<file path="config.mk">
export PLATFORM = sky130hd
export DESIGN_NAME = tce_ctrl
export DESIGN_NICKNAME = d
export VERILOG_FILES = /design/src/sv/tce_pkg.sv /design/src/sv/tce_ctrl.sv
export VERILOG_INCLUDE_DIRS = /design/src /design/src/sv
export SDC_FILE = /design/constraint.sdc
export NUM_CORES = 1
export LEC_CHECK = 0
export BUFFER_PORTS_ARGS = -buffer_cell sky130_fd_sc_hd__buf_4
export CAP_MARGIN = 40
export CORE_AREA = 2 2 39 41
export CTS_CLUSTER_SIZE = 24
export DETAILED_ROUTE_END_ITERATION = 8
export DIE_AREA = 0 0 41 43
export GPL_TIMING_DRIVEN = 0
export PLACE_DENSITY = 0.52
export SLEW_MARGIN = 10
export SYNTH_ARGS = -nofsm -noshare
export SYNTH_HDL_FRONTEND = slang
export SYNTH_SLANG_ARGS = --single-unit
</file>
<file path="constraint.sdc">
create_clock -name i_clk -period 1.2 [get_ports i_clk]
set_clock_uncertainty 0.1 [all_clocks]
set_input_delay 0.18 -clock i_clk [delete_from_list [all_inputs] [get_ports i_clk]]
set_output_delay 0.18 -clock i_clk [all_outputs]
set_load 0.005 [all_outputs]
</file>
<file path="src/sv/assert_macros.svh">
// Assertion macros shared by the console engine modules.
// Depends on nothing; included by files that carry concurrent checks.
`ifndef ASSERT_MACROS_SVH
`define ASSERT_MACROS_SVH

// check prop on every clock edge outside reset
`define TCE_ASSERT(lbl, clk, rst_n, prop, msg) \
    lbl: assert property (@(posedge clk) disable iff (!rst_n) prop) \
        else $error(msg);

// check prop on every clock edge, reset included
`define TCE_ASSERT_ALWAYS(lbl, clk, prop, msg) \
    lbl: assert property (@(posedge clk) prop) \
        else $error(msg);

`endif

</file>
<file path="src/sv/tce_pkg.sv">
// Shared codes, constants and controller/datapath command types
// for the text console engine. Depends on nothing.
package tce_pkg;

    localparam logic [2:0] FN_PUT_CHAR   = 3'd0;
    localparam logic [2:0] FN_CLEAR      = 3'd1;
    localparam logic [2:0] FN_SET_CURSOR = 3'd2;
    localparam logic [2:0] FN_PUT_AT     = 3'd3;
    localparam logic [2:0] FN_READ_CELL  = 3'd4;

    localparam logic [7:0] CH_BACKSPACE = 8'd8;
    localparam logic [7:0] CH_TAB       = 8'd9;
    localparam logic [7:0] CH_NEWLINE   = 8'd10;
    localparam logic [7:0] CH_RETURN    = 8'd13;
    localparam logic [7:0] BLANK_CHAR   = 8'h20;

    localparam int TAB_STEP = 8;

    localparam logic [7:0]  RESET_COLOR = 8'h0F;
    localparam logic [15:0] RESET_CELL  = {RESET_COLOR, BLANK_CHAR};

    typedef struct packed {
        logic load_item;
        logic make_plan;
        logic commit;
        logic scr_rd;
        logic scr_wr;
        logic fill_wr;
        logic init_mode;
        logic load_out;
    } t_dp_cmd;

    typedef struct packed {
        logic do_clear;
        logic do_scroll;
        logic copy_last;
        logic fill_last;
    } t_dp_stat;

endpackage

</file>
<file path="src/sv/tce_ctrl.sv">
// Controller state machine of the console engine: handshakes, item
// sequencing, sweeps and result valid. Depends on tce_pkg.
`include "assert_macros.svh"

module tce_ctrl import tce_pkg::*; (
    input  logic     i_clk,
    input  logic     i_rst_n,
    input  logic     i_in_valid,
    output logic     o_in_ready,
    output logic     o_out_valid,
    input  logic     i_out_ready,
    input  t_dp_stat i_stat,
    output t_dp_cmd  o_cmd
);

    typedef enum logic [2:0] {
        S_INIT,
        S_IDLE,
        S_PLAN,
        S_EXEC,
        S_SCR_RD,
        S_SCR_WR,
        S_FILL,
        S_DONE
    } t_state;

    t_state r_state, n_state;
    logic   r_out_valid, n_out_valid;
    logic   out_free;

    assign out_free   = !r_out_valid || i_out_ready;
    assign o_in_ready = r_state == S_IDLE;

    always_comb begin
        o_cmd       = '0;
        n_state     = r_state;
        n_out_valid = r_out_valid && !i_out_ready;
        case (r_state)
            S_INIT: begin
                o_cmd.fill_wr   = 1'b1;
                o_cmd.init_mode = 1'b1;
                if (i_stat.fill_last) begin
                    n_state = S_IDLE;
                end
            end
            S_IDLE: begin
                if (i_in_valid) begin
                    o_cmd.load_item = 1'b1;
                    n_state         = S_PLAN;
                end
            end
            S_PLAN: begin
                o_cmd.make_plan = 1'b1;
                n_state         = S_EXEC;
            end
            S_EXEC: begin
                o_cmd.commit = 1'b1;
                if (i_stat.do_clear) begin
                    n_state = S_FILL;
                end else if (i_stat.do_scroll) begin
                    n_state = S_SCR_RD;
                end else begin
                    n_state = S_DONE;
                end
            end
            S_SCR_RD: begin
                o_cmd.scr_rd = 1'b1;
                n_state      = S_SCR_WR;
            end
            S_SCR_WR: begin
                o_cmd.scr_wr = 1'b1;
                n_state      = i_stat.copy_last ? S_FILL : S_SCR_RD;
            end
            S_FILL: begin
                o_cmd.fill_wr = 1'b1;
                if (i_stat.fill_last) begin
                    n_state = S_DONE;
                end
            end
            S_DONE: begin
                if (out_free) begin
                    o_cmd.load_out = 1'b1;
                    n_out_valid    = 1'b1;
                    n_state        = S_IDLE;
                end
            end
            default: begin
                n_state = S_IDLE;
            end
        endcase
    end

    always_ff @(posedge i_clk) begin
        if (!i_rst_n) begin
            r_state     <= S_INIT;
            r_out_valid <= 1'b0;
        end else begin
            r_state     <= n_state;
            r_out_valid <= n_out_valid;
        end
    end

    assign o_out_valid = r_out_valid;

    `TCE_ASSERT_ALWAYS(a_reset_blocks_input, i_clk, !i_rst_n |=> !o_in_ready, "input ready during reset sweep")
    `TCE_ASSERT(a_valid_from_done, i_clk, i_rst_n, $rose(r_out_valid) |-> ($past(r_state) == S_DONE), "result valid outside done step")

endmodule

</file>
==> qor.csv, run 1 <==
stage,metric,value,unit
synthesis,synth_area,307,sq um
clocking,cts-buffers-inserted,3,
sta,tightestPinTransition,0.200,ns
worst_setup_path,cp.buffers_inverters,2,
synthesis,synth_enable_flop_cells,0,
sta,timing.final.crit_period,1.41,ns
power,static-leakage-power,0.296,nW
clocking,tritoncts,yes,
synthesis,yosys_register_bits,4,
synthesis,synth-async-reset-ratio,0,
final_layout,insertedDiodeCount,0,
synthesis,synthTopCellsByArea,"sky130_fd_sc_hd__dfxtp_1 (26%), sky130_fd_sc_hd__nor3b_1 (7.3%), sky130_fd_sc_hd__nor2_1 (6.1%), sky130_fd_sc_hd__xor2_2 (5.3%), sky130_fd_sc_hd__o31ai_1 (4.9%)",
sta,fmax,709,MHz
drt,drc,0,
synthesis,seq_area_frac_synth,0.261,
floorplan,die_h,43,um
clocking,insertion_delay,0.24,ns
clocking,cts.hold.buffers_added,0,
drt,number_of_iterations_in_the_first_detailed_routing_pass,4,
drt,route.antenna.remaining_nets,0,
drt,route.detailed.wl_per_inst,11.5,um
final_layout,syn2layout_area_growth,106,%
hold_path,holdPathStages,2,
synthesis,yosys.area_share.xor_xnor,0.0531,
sta,timing.slew.headroom,0.866,
sta,final_critical_path_setup_slack,-0.209,ns
floorplan,boundaryPins,18,
sta,timing.final.max_slew_violations,0,
worst_setup_path,critical-path-max-stage-delay,0.33,ns
final_layout,stdcell_area,632,sq um
floorplan,dieWidth,41,um
placed_design,dpl_cell_area,454,sq um
worst_setup_path,critical_path_arrival,1.13,ns
synthesis,post_synth_and_or_nand_nor_area_fraction,0.416,
grt,grt_pass1_vias,335,
synthesis,post_synth.cell_area_avg,8.76,sq um
sta,setup-tns-final,-1.42,ns
worst_setup_path,rr_endpoint,r_state[0],
hold_path,hold_path.startpoint,i_rst_n,
worst_setup_path,critPathKind,register to primary output,
drt,wirelength,954,um
worst_setup_path,critPathLaunchType,register,
worst_setup_path,worst-path-max-fanout,5,
synthesis,yosysWarningCount,0,
clocking,cts.sinks,4,
grt,gr-total-overflow,0,
sta,grt_setup_unrepaired,yes,
sta,timing.final.hold_violations,0,
final_layout,layout-drive-gt1-share,0.731,
power,power.density_cell_area,902,mW/mm^2
drt,drtIter0Drc,4,
placed_design,gpl_congestion,0.684,
grt,grt_start_max_net_pins,9,
synthesis,syn_inst,35,
synthesis,library_cells_used_by_synthesis,22,
clocking,cts.root.buffer_cell,sky130_fd_sc_hd__clkbuf_4,
power,power.ir.vdd_worst,0.635,mV
grt,antenna_found_initial,0,
clocking,clock_path_buffers,2,
worst_setup_path,timing.critical_path.cells,clkbuf_8 > nor3b_4 > and2_1 > buf_4,
run_status,violations,negative setup slack,
placed_design,placement.io_buffers,17,
hold_path,hold_path_end,o_out_valid,
worst_setup_path,crit_required,0.92,ns
worst_setup_path,worst_r2r_path_depth,5,
sta,setup_viol,11,
synthesis,main_combinational_cell_family_by_area_after_synthesis,simple AND/OR/NAND/NOR gates,
synthesis,most_numerous_cell_types_in_the_synthesized_netlist,"sky130_fd_sc_hd__nor2_1 (5), sky130_fd_sc_hd__dfxtp_1 (4), sky130_fd_sc_hd__nor3b_1 (3)",
hold_path,hold_class,input pin to register,
run_status,status,"finished, violations left",
synthesis,yosysMostFrequentCell,sky130_fd_sc_hd__nor2_1,
clocking,cts_max_level,1,
worst_setup_path,r2r_setup_slack,-0.04,ns
clocking,clk_pin_slew_worst_setup_hold_paths,0.04,ns
floorplan,placementRows,14,
floorplan,start_util,0.222,
floorplan,placeableCoreArea,0.00138,sq mm
worst_setup_path,critPathTopFamily,flip-flops,
grt,overall_track_demand_over_capacity_in_global_routing,0.117,
drt,vias_per_cell,4.52,
worst_setup_path,r2r-start,r_state[0],
floorplan,design.die.area,0.00176,sq mm
drt,vias,375,
placed_design,dp_hpwl,548,um
synthesis,ys.flop_type,sky130_fd_sc_hd__dfxtp_1,
synthesis,synth_largest_type_area_fraction,0.261,
final_layout,design.final.nets,77,
synthesis,synthDominantAreaCellType,sky130_fd_sc_hd__dfxtp_1,
worst_setup_path,slowest_stage,sky130_fd_sc_hd__dfxtp_4,
synthesis,syn_nets,43,
synthesis,mux_cell_area_share_after_synthesis,0.0327,
worst_setup_path,critPathCaptureType,primary output,
synthesis,arithmetic_cell_share_of_the_synthesized_area_counting_full_adders_half_adders_and_majority_gates,0,
job,drv_cap,0,
synthesis,synth_compound_gate_area_share,0.131,
grt,global_route_wire_length_before_repair,1360,um
sta,period_share,1.17,
==> worst max-delay path by stage <==
stage,start,to,slack [ns],depth (start not counted)
floorplan,r_state[1],o_cmd[7],0.09,3
global placement,r_state[1],o_cmd[6],-0.03,3
detailed placement,r_state[1],o_cmd[7],-0.02,4
CTS,r_state[1],o_cmd[7],-0.25,4
global route,r_state[2],o_cmd[7],-0.27,4
finish,r_state[1],o_cmd[7],-0.21,4
==> layout by cell type (no fill, tap or decap) <==
cell type	n
sky130_fd_sc_hd__nor3b_2	2
sky130_fd_sc_hd__clkbuf_4	3
sky130_fd_sc_hd__nor2b_1	2
sky130_fd_sc_hd__o22ai_1	1
sky130_fd_sc_hd__nor2_1	3
sky130_fd_sc_hd__nor3_2	1
sky130_fd_sc_hd__clkbuf_8	1
sky130_fd_sc_hd__xor2_2	1
sky130_fd_sc_hd__and3b_2	1
sky130_fd_sc_hd__nand2_2	1
sky130_fd_sc_hd__and2b_2	1
sky130_fd_sc_hd__nor2_2	2
sky130_fd_sc_hd__buf_6	7
sky130_fd_sc_hd__nor3b_4	1
sky130_fd_sc_hd__o31ai_1	2
sky130_fd_sc_hd__dfxtp_4	2
sky130_fd_sc_hd__nand3_2	1
sky130_fd_sc_hd__o2111ai_1	1
sky130_fd_sc_hd__a21oi_1	2
sky130_fd_sc_hd__buf_4	24
sky130_fd_sc_hd__nor3b_1	1
sky130_fd_sc_hd__nand4bb_1	1
sky130_fd_sc_hd__nand2_1	1
sky130_fd_sc_hd__dfxtp_1	1
sky130_fd_sc_hd__or2b_1	1
sky130_fd_sc_hd__and2_1	1
sky130_fd_sc_hd__mux2i_1	1
sky130_fd_sc_hd__dfxtp_2	1
==> area by class of cell <==
cell class	count	area [sq um]
Sequential cell	4	88.8
Fill cell	147	752
Tap cell	16	20.0
Buffer	3	36.3
Timing Repair Buffer	29	236
Multi-Input combinational cell	28	228
Clock buffer	3	22.5
==> flip-flops by register name (all words and copies together) (netlist names) <==
name         count
o_out_valid      1
r_state          3
==> what timing repair did <==
item / CTS / global route
setup buffers: 8 / 3
pin swaps: 6 / 11
endpoints found under the hold margin: 0 / 0
cloned: 1 / 0
gates resized for setup: 13 / 6
endpoints found under the setup margin: 9 / 11
==> stage by stage <==
step	utilization	hold WS (ns)	instances	setup slack, ns	power [mW]
after global placement	0.328	0.339	68	-0.0284	0.314
after global routing	0.457	0.112	83	-0.268	0.604
after detailed placement	0.328	0.342	68	-0.0201	0.315
after floorplan	-	0.208	35	0.0861	0.240
after CTS	0.427	0.0917	80	-0.247	0.550
final	0.457	0.0978	83	-0.209	0.570
==> metal layers <==
metal	up-vias	share of wire	global-route usage
met4	0	0.018	0.0333
met1	168	0.45	0.141
met5	-	0	0
met3	2	0.083	0.0785
li1	186	-	-
met2	19	0.45	0.166
==> power by group <==
group          total, mW  internal (mW)  leakage [nW]  switching, mW
sequential         0.156          0.145        0.0344         0.0111
clock              0.170          0.112        0.0138         0.0583
combinational      0.243          0.152         0.247         0.0908
==> cell families (layout without fill, tap and decap cells) <==
family | count (synthesis) | count (layout)
flip-flops | 4 | 4
multiplexers | 1 | 1
XOR/XNOR | 1 | 1
buffers and inverters | 3 | 35
AO/OA/AOI/OAI | 6 | 6
AND/OR/NAND/NOR | 20 | 20
Note: power is estimated with default switching activity, not from simulation.
==> run 2: changes to the inputs <==
BUFFER_PORTS_ARGS = unset   (was -buffer_cell sky130_fd_sc_hd__buf_4)
DONT_BUFFER_PORTS = 1   (was unset)
PLACE_DENSITY = 0.4   (was 0.52)
clock period = 1.8 ns   (was 1.2 ns; I/O delays follow)
==> qor.csv, run 2 (same netlist as run 1, synthesis figures left out) <==
stage,metric,value,unit,change
power,power.density_cell_area,787,mW/mm^2,-13%
floorplan,placementRows,14,,unchanged
sta,setup-tns-final,0,ns,+1.42 ns
clocking,cts_max_level,1,,unchanged
worst_setup_path,critPathLaunchType,register,,
grt,grt_util_met3,0.0262,,-0.0524
clocking,cts_resized,0,,-13
worst_setup_path,timing.critical_path.cells,clkbuf_8 > nor3b_2 > and2_1,,
worst_setup_path,critical-path-max-stage-delay,0.34,ns,about the same
job,drv_cap,0,,unchanged
power,p_switching,0.0732,mW,-54%
clocking,cts.sinks,4,,unchanged
power,sequentialPowerShare,0.374,,+0.100
grt,grt_most_used_layer,met1,,
worst_setup_path,crit_required,1.43,ns,+0.51 ns
drt,route.detailed.wl_per_inst,11.8,um,+2.6%
power,power.share.switching,0.266,,-0.0149
power,power.ir.vdd_worst,0.191,mV,-70%
sta,timing.final.hold_violations,0,,unchanged
drt,vias,259,,-31%
floorplan,die_h,43,um,unchanged
worst_setup_path,critical_path_arrival,1.13,ns,about the same
clocking,clock_path_buffers,2,,unchanged
worst_setup_path,slowest_stage,sky130_fd_sc_hd__dfxtp_1,,
sta,timing.final.max_slew_violations,0,,unchanged
floorplan,design.die.area,0.00176,sq mm,unchanged
drt,wirelength,637,um,-33%
clocking,cts-buffers-inserted,3,,unchanged
final_layout,design.final.nets,48,,-38%
power,power_frac_comb,0.237,,-0.190
placed_design,placement.io_buffers,0,,-17
drt,number_of_iterations_in_the_first_detailed_routing_pass,3,,-1
grt,global_route_wire_length_before_repair,945,um,-30%
clocking,clk_pin_slew_worst_setup_hold_paths,0.04,ns,about the same
worst_setup_path,worst-path-max-fanout,10,,+5
power,power.share.clock,0.390,,+0.091
worst_setup_path,critPathKind,register to primary output,,
floorplan,placeableCoreArea,0.00138,sq mm,unchanged
grt,antenna_found_initial,0,,unchanged
placed_design,gpl_congestion,0.669,,-2.1%
grt,grtUsageMet1,0.107,,-0.0347
sta,grt_setup_unrepaired,no,,
clocking,tritoncts,yes,,
final_layout,insertedDiodeCount,0,,unchanged
worst_setup_path,critPathTopFamily,simple AND/OR/NAND/NOR gates,,
clocking,cts.root.buffer_cell,sky130_fd_sc_hd__clkbuf_4,,
placed_design,placedCellCount,51,,-25%
sta,timing.final.crit_period,1.50,ns,
sta,setup_viol,0,,-11
sta,period_share,0.832,,
grt,grt_pass1_vias,246,,-27%
final_layout,largest_register,r_state,,
clocking,post_cts_buffers,0,,-8
floorplan,dieWidth,41,um,unchanged
run_status,status,finished clean,,
floorplan,boundaryPins,18,,unchanged
worst_setup_path,critPathCaptureType,primary output,,
sta,fmax,668,MHz,
sta,timing.slew.headroom,0.835,,-0.0309
final_layout,syn2layout_area_growth,13.9,%,
power,internal_power,0.201,mW,-51%
floorplan,start_util,0.222,,unchanged
grt,gr-total-overflow,0,,unchanged
final_layout,most_frequent_standard_cell_in_the_layout_excluding_fill_and_tap_cells,sky130_fd_sc_hd__nor2_1,,
drt,drtIter0Drc,3,,-1
final_layout,final_util,0.252,,-0.204
sta,tightestPinTransition,0.246,ns,+0.0463 ns
power,static-leakage-power,0.133,nW,-55%
drt,drc,0,,unchanged
clocking,insertion_delay,0.23,ns,about the same
clocking,cts.hold.buffers_added,0,,unchanged
drt,route.antenna.remaining_nets,0,,unchanged
power,total_power,0.275,mW,-52%
final_layout,largest_reg_flops,3,,unchanged
grt,grt.met2_usage,0.100,,-0.0656
worst_setup_path,cp.buffers_inverters,1,,-1
final_layout,instances_no_fill,54,,-35%
drt,vias_per_cell,4.80,,+6.2%
final_layout,fillers,154,,+4.8%
final_layout,leading_cell_types_in_the_layout_fill_and_taps_excluded,"sky130_fd_sc_hd__nor2_1 (5), sky130_fd_sc_hd__dfxtp_1 (4), sky130_fd_sc_hd__nor3b_1 (3), sky130_fd_sc_hd__clkbuf_4 (3)",,
final_layout,layout-drive-gt1-share,0.263,,-0.468
grt,overall_track_demand_over_capacity_in_global_routing,0.0795,,-0.0380
hold_path,hold_class,input pin to register,,
grt,grt_start_max_net_pins,11,,+2
[run 2: cell count changes in the layout (fill, tap and decap cells not counted), moves of 2 or more]
cell	delta
sky130_fd_sc_hd__nor2_2	-2
sky130_fd_sc_hd__nor3b_1	+2
sky130_fd_sc_hd__nor2_1	+2
sky130_fd_sc_hd__buf_4	-23
sky130_fd_sc_hd__dfxtp_1	+3
sky130_fd_sc_hd__dfxtp_4	-2
sky130_fd_sc_hd__buf_6	-6
[run 2: final timing paths]
check                                start     endpoint  slack [ns]  cells past startpoint
worst min-delay path               i_rst_n  o_out_valid        0.07                      1
worst max-delay path            r_state[1]     o_cmd[7]        0.30                      3
worst min register to register  r_state[0]  o_out_valid        0.53                      3
worst max register to register  r_state[2]   r_state[0]        0.64                      4
[run 2: power groups by stage]
stage | sequential [mW] | clock (mW) | combinational [mW]
2_1_floorplan | 0.103 | 0 | 0.0572
3_3_place_gp | 0.104 | 0 | 0.0661
3_5_place_dp | 0.104 | 0 | 0.0658
4_1_cts | 0.103 | 0.113 | 0.0662
5_1_grt | 0.104 | 0.117 | 0.0734
6_report | 0.103 | 0.107 | 0.0650
[run 2: per-stage QoR]
stage / cell area [sq um] / setup WS [ns] / hold WS (ns)
floorplan: 307 / 0.596 / 0.298
global placement: 327 / 0.529 / 0.301
detailed placement: 327 / 0.532 / 0.308
CTS: 349 / 0.282 / 0.0656
global route: 349 / 0.215 / 0.0964
finish: 349 / 0.303 / 0.0706
[run 2: metal layers]
layer	vias to the layer above	share of wire
met5	-	0
met3	0	0.10
met4	0	0
met2	13	0.46
met1	116	0.43
li1	130	-
[run 2: layout make-up]
type                       instances  area [sq um]  share of cell area
multi-input combinational         28           194               0.556
sequential                         4          80.1               0.229
buffer                             3          32.5              0.0932
clock buffer                       3          22.5              0.0645
tap                               16          20.0              0.0573
==> run 3: changes to the inputs <==
ABC_AREA = 1   (was unset)
PLACE_DENSITY = 0.49   (was 0.4)
clock period = 1.4 ns   (was 1.8 ns; I/O delays follow)
==> qor.csv, run 3 <==
stage,metric,value,unit,change
run_status,status,finished clean,,
grt,gr-total-overflow,0,,unchanged
power,internal_power,0.405,mW,+100%
final_layout,stdcell_area,482,sq um,+38%
worst_setup_path,crit_required,1.09,ns,-0.34 ns
grt,grt.met2_usage,0.169,,+0.0688
worst_setup_path,timing.critical_path.cells,buf_6 > inv_8 > nand3_1 > inv_1,,
clocking,insertion_delay,0.23,ns,about the same
power,static-leakage-power,0.240,nW,+81%
synthesis,syn_nets,72,,+67%
placed_design,dp_hpwl,675,um,
worst_setup_path,slowest_stage,sky130_fd_sc_hd__dfxtp_1,,
worst_setup_path,critPathLaunchType,register,,
final_layout,leading_cell_types_in_the_layout_fill_and_taps_excluded,"sky130_fd_sc_hd__nand2_1 (12), sky130_fd_sc_hd__nor2_1 (8), sky130_fd_sc_hd__inv_1 (8)",,
power,sequentialPowerShare,0.196,,-0.178
sta,timing.final.max_slew_violations,0,,unchanged
grt,overall_track_demand_over_capacity_in_global_routing,0.111,,+0.0320
final_layout,multiInputGateArea,267,sq um,+37%
worst_setup_path,critPathTopFamily,buffers and inverters,,
placed_design,gpl_congestion,0.683,,+2.0%
placed_design,dpl_cell_area,439,sq um,+34%
floorplan,placementRows,14,,unchanged
hold_path,holdPathStages,2,,+1
clocking,cts-buffers-inserted,3,,unchanged
floorplan,placeableCoreArea,0.00138,sq mm,unchanged
synthesis,synthDominantAreaCellType,sky130_fd_sc_hd__dfxtp_1,,
power,power.density_cell_area,1560,mW/mm^2,+99%
final_layout,design.final.nets,78,,+63%
power,p_switching,0.349,mW,+380%
worst_setup_path,critPathKind,register to primary output,,
worst_setup_path,critical-path-max-stage-delay,0.30,ns,-0.04 ns
grt,global_route_wire_length_before_repair,1320,um,+39%
sta,setup_viol,0,,unchanged
synthesis,most_numerous_cell_types_in_the_synthesized_netlist,"sky130_fd_sc_hd__nand2_1 (12), sky130_fd_sc_hd__inv_1 (8), sky130_fd_sc_hd__nor2_1 (8), sky130_fd_sc_hd__nand2_2 (7), sky130_fd_sc_hd__dfxtp_1 (4)",,
drt,route.antenna.remaining_nets,0,,unchanged
final_layout,seq_area,80.1,sq um,unchanged
synthesis,syn_inst,64,,+83%
placed_design,placement.io_buffers,0,,unchanged
final_layout,layout-drive-gt1-share,0.368,,+0.104
sta,period_share,0.911,,
final_layout,fillers,166,,+7.8%
worst_setup_path,r2r-start,r_state[2],,
hold_path,hold_path_end,r_state[0],,
final_layout,largest_reg_flops,3,,unchanged
grt,grt_most_used_layer,met2,,
synthesis,synth_enable_flop_cells,0,,unchanged
worst_setup_path,cp.buffers_inverters,3,,+2
grt,grtUsageMet1,0.135,,+0.0283
floorplan,design.die.area,0.00176,sq mm,unchanged
drt,wirelength,848,um,+33%
sta,timing.final.hold_violations,0,,unchanged
worst_setup_path,worst_r2r_path_depth,10,,+6
grt,antenna_found_initial,0,,unchanged
drt,vias,387,,+49%
hold_path,hold_class,input pin to register,,
synthesis,synthTopCellsByArea,"sky130_fd_sc_hd__dfxtp_1 (19%), sky130_fd_sc_hd__nand2_1 (11%), sky130_fd_sc_hd__nand2_2 (10%), sky130_fd_sc_hd__buf_6 (8.1%), sky130_fd_sc_hd__nor2_4 (8.1%)",,
clocking,cts.root.buffer_cell,sky130_fd_sc_hd__clkbuf_4,,
clocking,clk_pin_slew_worst_setup_hold_paths,0.04,ns,about the same
sta,setup-tns-final,0,ns,unchanged
job,drv_cap,0,,unchanged
clocking,cts.sinks,4,,unchanged
floorplan,dieWidth,41,um,unchanged
clocking,clock_path_buffers,2,,unchanged
power,power_frac_comb,0.617,,+0.380
worst_setup_path,critical_path_arrival,0.96,ns,-0.17 ns
synthesis,yosysMostFrequentCell,sky130_fd_sc_hd__nand2_1,,
drt,vias_per_cell,4.61,,-3.9%
synthesis,synth_area,419,sq um,+37%
synthesis,post_synth.cell_area_avg,6.55,sq um,-25%
synthesis,synth-async-reset-ratio,0,,unchanged
power,power.share.clock,0.187,,-0.203
drt,route.detailed.wl_per_inst,10.1,um,-14%
final_layout,most_frequent_standard_cell_in_the_layout_excluding_fill_and_tap_cells,sky130_fd_sc_hd__nand2_1,,
hold_path,hold_path.startpoint,i_rst_n,,
worst_setup_path,worst-path-max-fanout,8,,-2
drt,drtIter0Drc,0,,-3
final_layout,insertedDiodeCount,0,,unchanged
final_layout,largest_register,r_state,,
power,total_power,0.754,mW,+170%
sta,grt_setup_unrepaired,no,,
synthesis,seq_area_frac_synth,0.191,,-0.0702
grt,grt_util_met3,0.0157,,-0.0105
drt,drc,0,,unchanged
synthesis,yosysWarningCount,0,,unchanged
floorplan,die_h,43,um,unchanged
synthesis,library_cells_used_by_synthesis,18,,-18%
clocking,tritoncts,yes,,
synthesis,synth_largest_type_area_fraction,0.191,,-0.0702
worst_setup_path,rr_endpoint,r_state[0],,
final_layout,final_util,0.348,,+0.0958
sta,timing.slew.headroom,0.814,,-0.0212
power,power.share.switching,0.463,,+0.197
power,power.ir.vdd_worst,0.620,mV,+220%
sta,tightestPinTransition,0.278,ns,+0.0313 ns
sta,fmax,784,MHz,
grt,grt_start_max_net_pins,11,,unchanged
worst_setup_path,critPathCaptureType,primary output,,
grt,grt_pass1_vias,367,,+49%
worst_setup_path,r2r_setup_slack,0.21,ns,-0.43 ns
synthesis,yosys_register_bits,4,,unchanged
clocking,cts_max_level,1,,unchanged
clocking,post_cts_buffers,0,,unchanged
final_layout,syn2layout_area_growth,14.9,%,
sta,timing.final.crit_period,1.27,ns,
synthesis,ys.flop_type,sky130_fd_sc_hd__dfxtp_1,,
drt,number_of_iterations_in_the_first_detailed_routing_pass,1,,-2
floorplan,boundaryPins,18,,unchanged
floorplan,start_util,0.303,,+0.0814
==> run 3: cell types whose count changed after synthesis, moves of 3 or more <==
cell,previous run,this run
sky130_fd_sc_hd__nand2_2,0,7
sky130_fd_sc_hd__nor2_1,5,8
sky130_fd_sc_hd__nor2_4,0,3
sky130_fd_sc_hd__nand2_1,2,12
sky130_fd_sc_hd__inv_1,0,8
sky130_fd_sc_hd__nor3b_1,3,0
==> run 3: area by class of cell <==
type	instances	share of cell area
Buffer	3	0.0701
Multi-Input combinational cell	46	0.553
Clock buffer	3	0.0468
Sequential cell	4	0.166
Timing Repair Buffer	1	0.0208
Tap cell	16	0.0416
Inverter	11	0.101
==> run 3: power groups by stage <==
stage          Clock [mW]  Combinational [mW]  Sequential (mW)
2_1_floorplan           0               0.406            0.149
3_3_place_gp            0               0.466            0.150
3_5_place_dp            0               0.466            0.150
4_1_cts             0.151               0.469            0.148
5_1_grt             0.149               0.523            0.150
6_report            0.141               0.465            0.148
==> run 3: worst max-delay path by stage <==
| stage | slack (ns) | end | startpoint | cells past startpoint |
|---|---|---|---|---|
| after global routing | 0.05 | o_cmd[0] | r_state[1] | 3 |
| after floorplan | 0.29 | r_state[0] | r_state[2] | 10 |
| final | 0.13 | o_cmd[5] | r_state[2] | 4 |
| after global placement | 0.19 | r_state[0] | r_state[2] | 10 |
| after detailed placement | 0.20 | r_state[0] | r_state[2] | 10 |
| after CTS | 0.05 | o_cmd[0] | r_state[1] | 3 |
==> run 3: metal layers <==
layer  up-vias  part of all wire
li1        204                 -
met3         0             0.073
met5         -                 0
met1       170              0.42
met4         0                 0
met2        13              0.50
==> run 3: timing repair <==
item                                    4_1_cts  5_1_grt
endpoints found under the setup margin        0        2
resized for setup                             0        2
hold buffers                                  1        0
hold endpoints to repair                      1        0
==> run 3: logic make-up after synthesis <==
| kind of cell | Yosys count | share of synthesized area |
|---|---|---|
| flops | 4 | 0.191 |
| compound gates | 5 | 0.0657 |
| simple gates | 41 | 0.546 |
| buf+inv | 14 | 0.197 |
==> run 3: stage by stage <==
stage | cells | hold slack, ns | worst slack (ns)
floorplan | 64 | 0.228 | 0.287
global placement | 80 | 0.232 | 0.195
detailed placement | 80 | 0.234 | 0.197
CTS | 84 | 0.0286 | 0.0504
global route | 84 | 0.0545 | 0.0513
finish | 84 | 0.0355 | 0.125
==> run 3: worst register-to-register path: stages, from the launching register on <==
cell                      delay, ns
sky130_fd_sc_hd__dfxtp_1       0.31
sky130_fd_sc_hd__buf_6         0.15
sky130_fd_sc_hd__inv_8         0.06
sky130_fd_sc_hd__nand2_4       0.06
sky130_fd_sc_hd__nor2_4        0.04
sky130_fd_sc_hd__nand2_2       0.06
sky130_fd_sc_hd__nand2_2       0.05
sky130_fd_sc_hd__nor2_2        0.11
sky130_fd_sc_hd__nand2_1       0.06
sky130_fd_sc_hd__nand2_1       0.06
sky130_fd_sc_hd__nor2_1        0.04
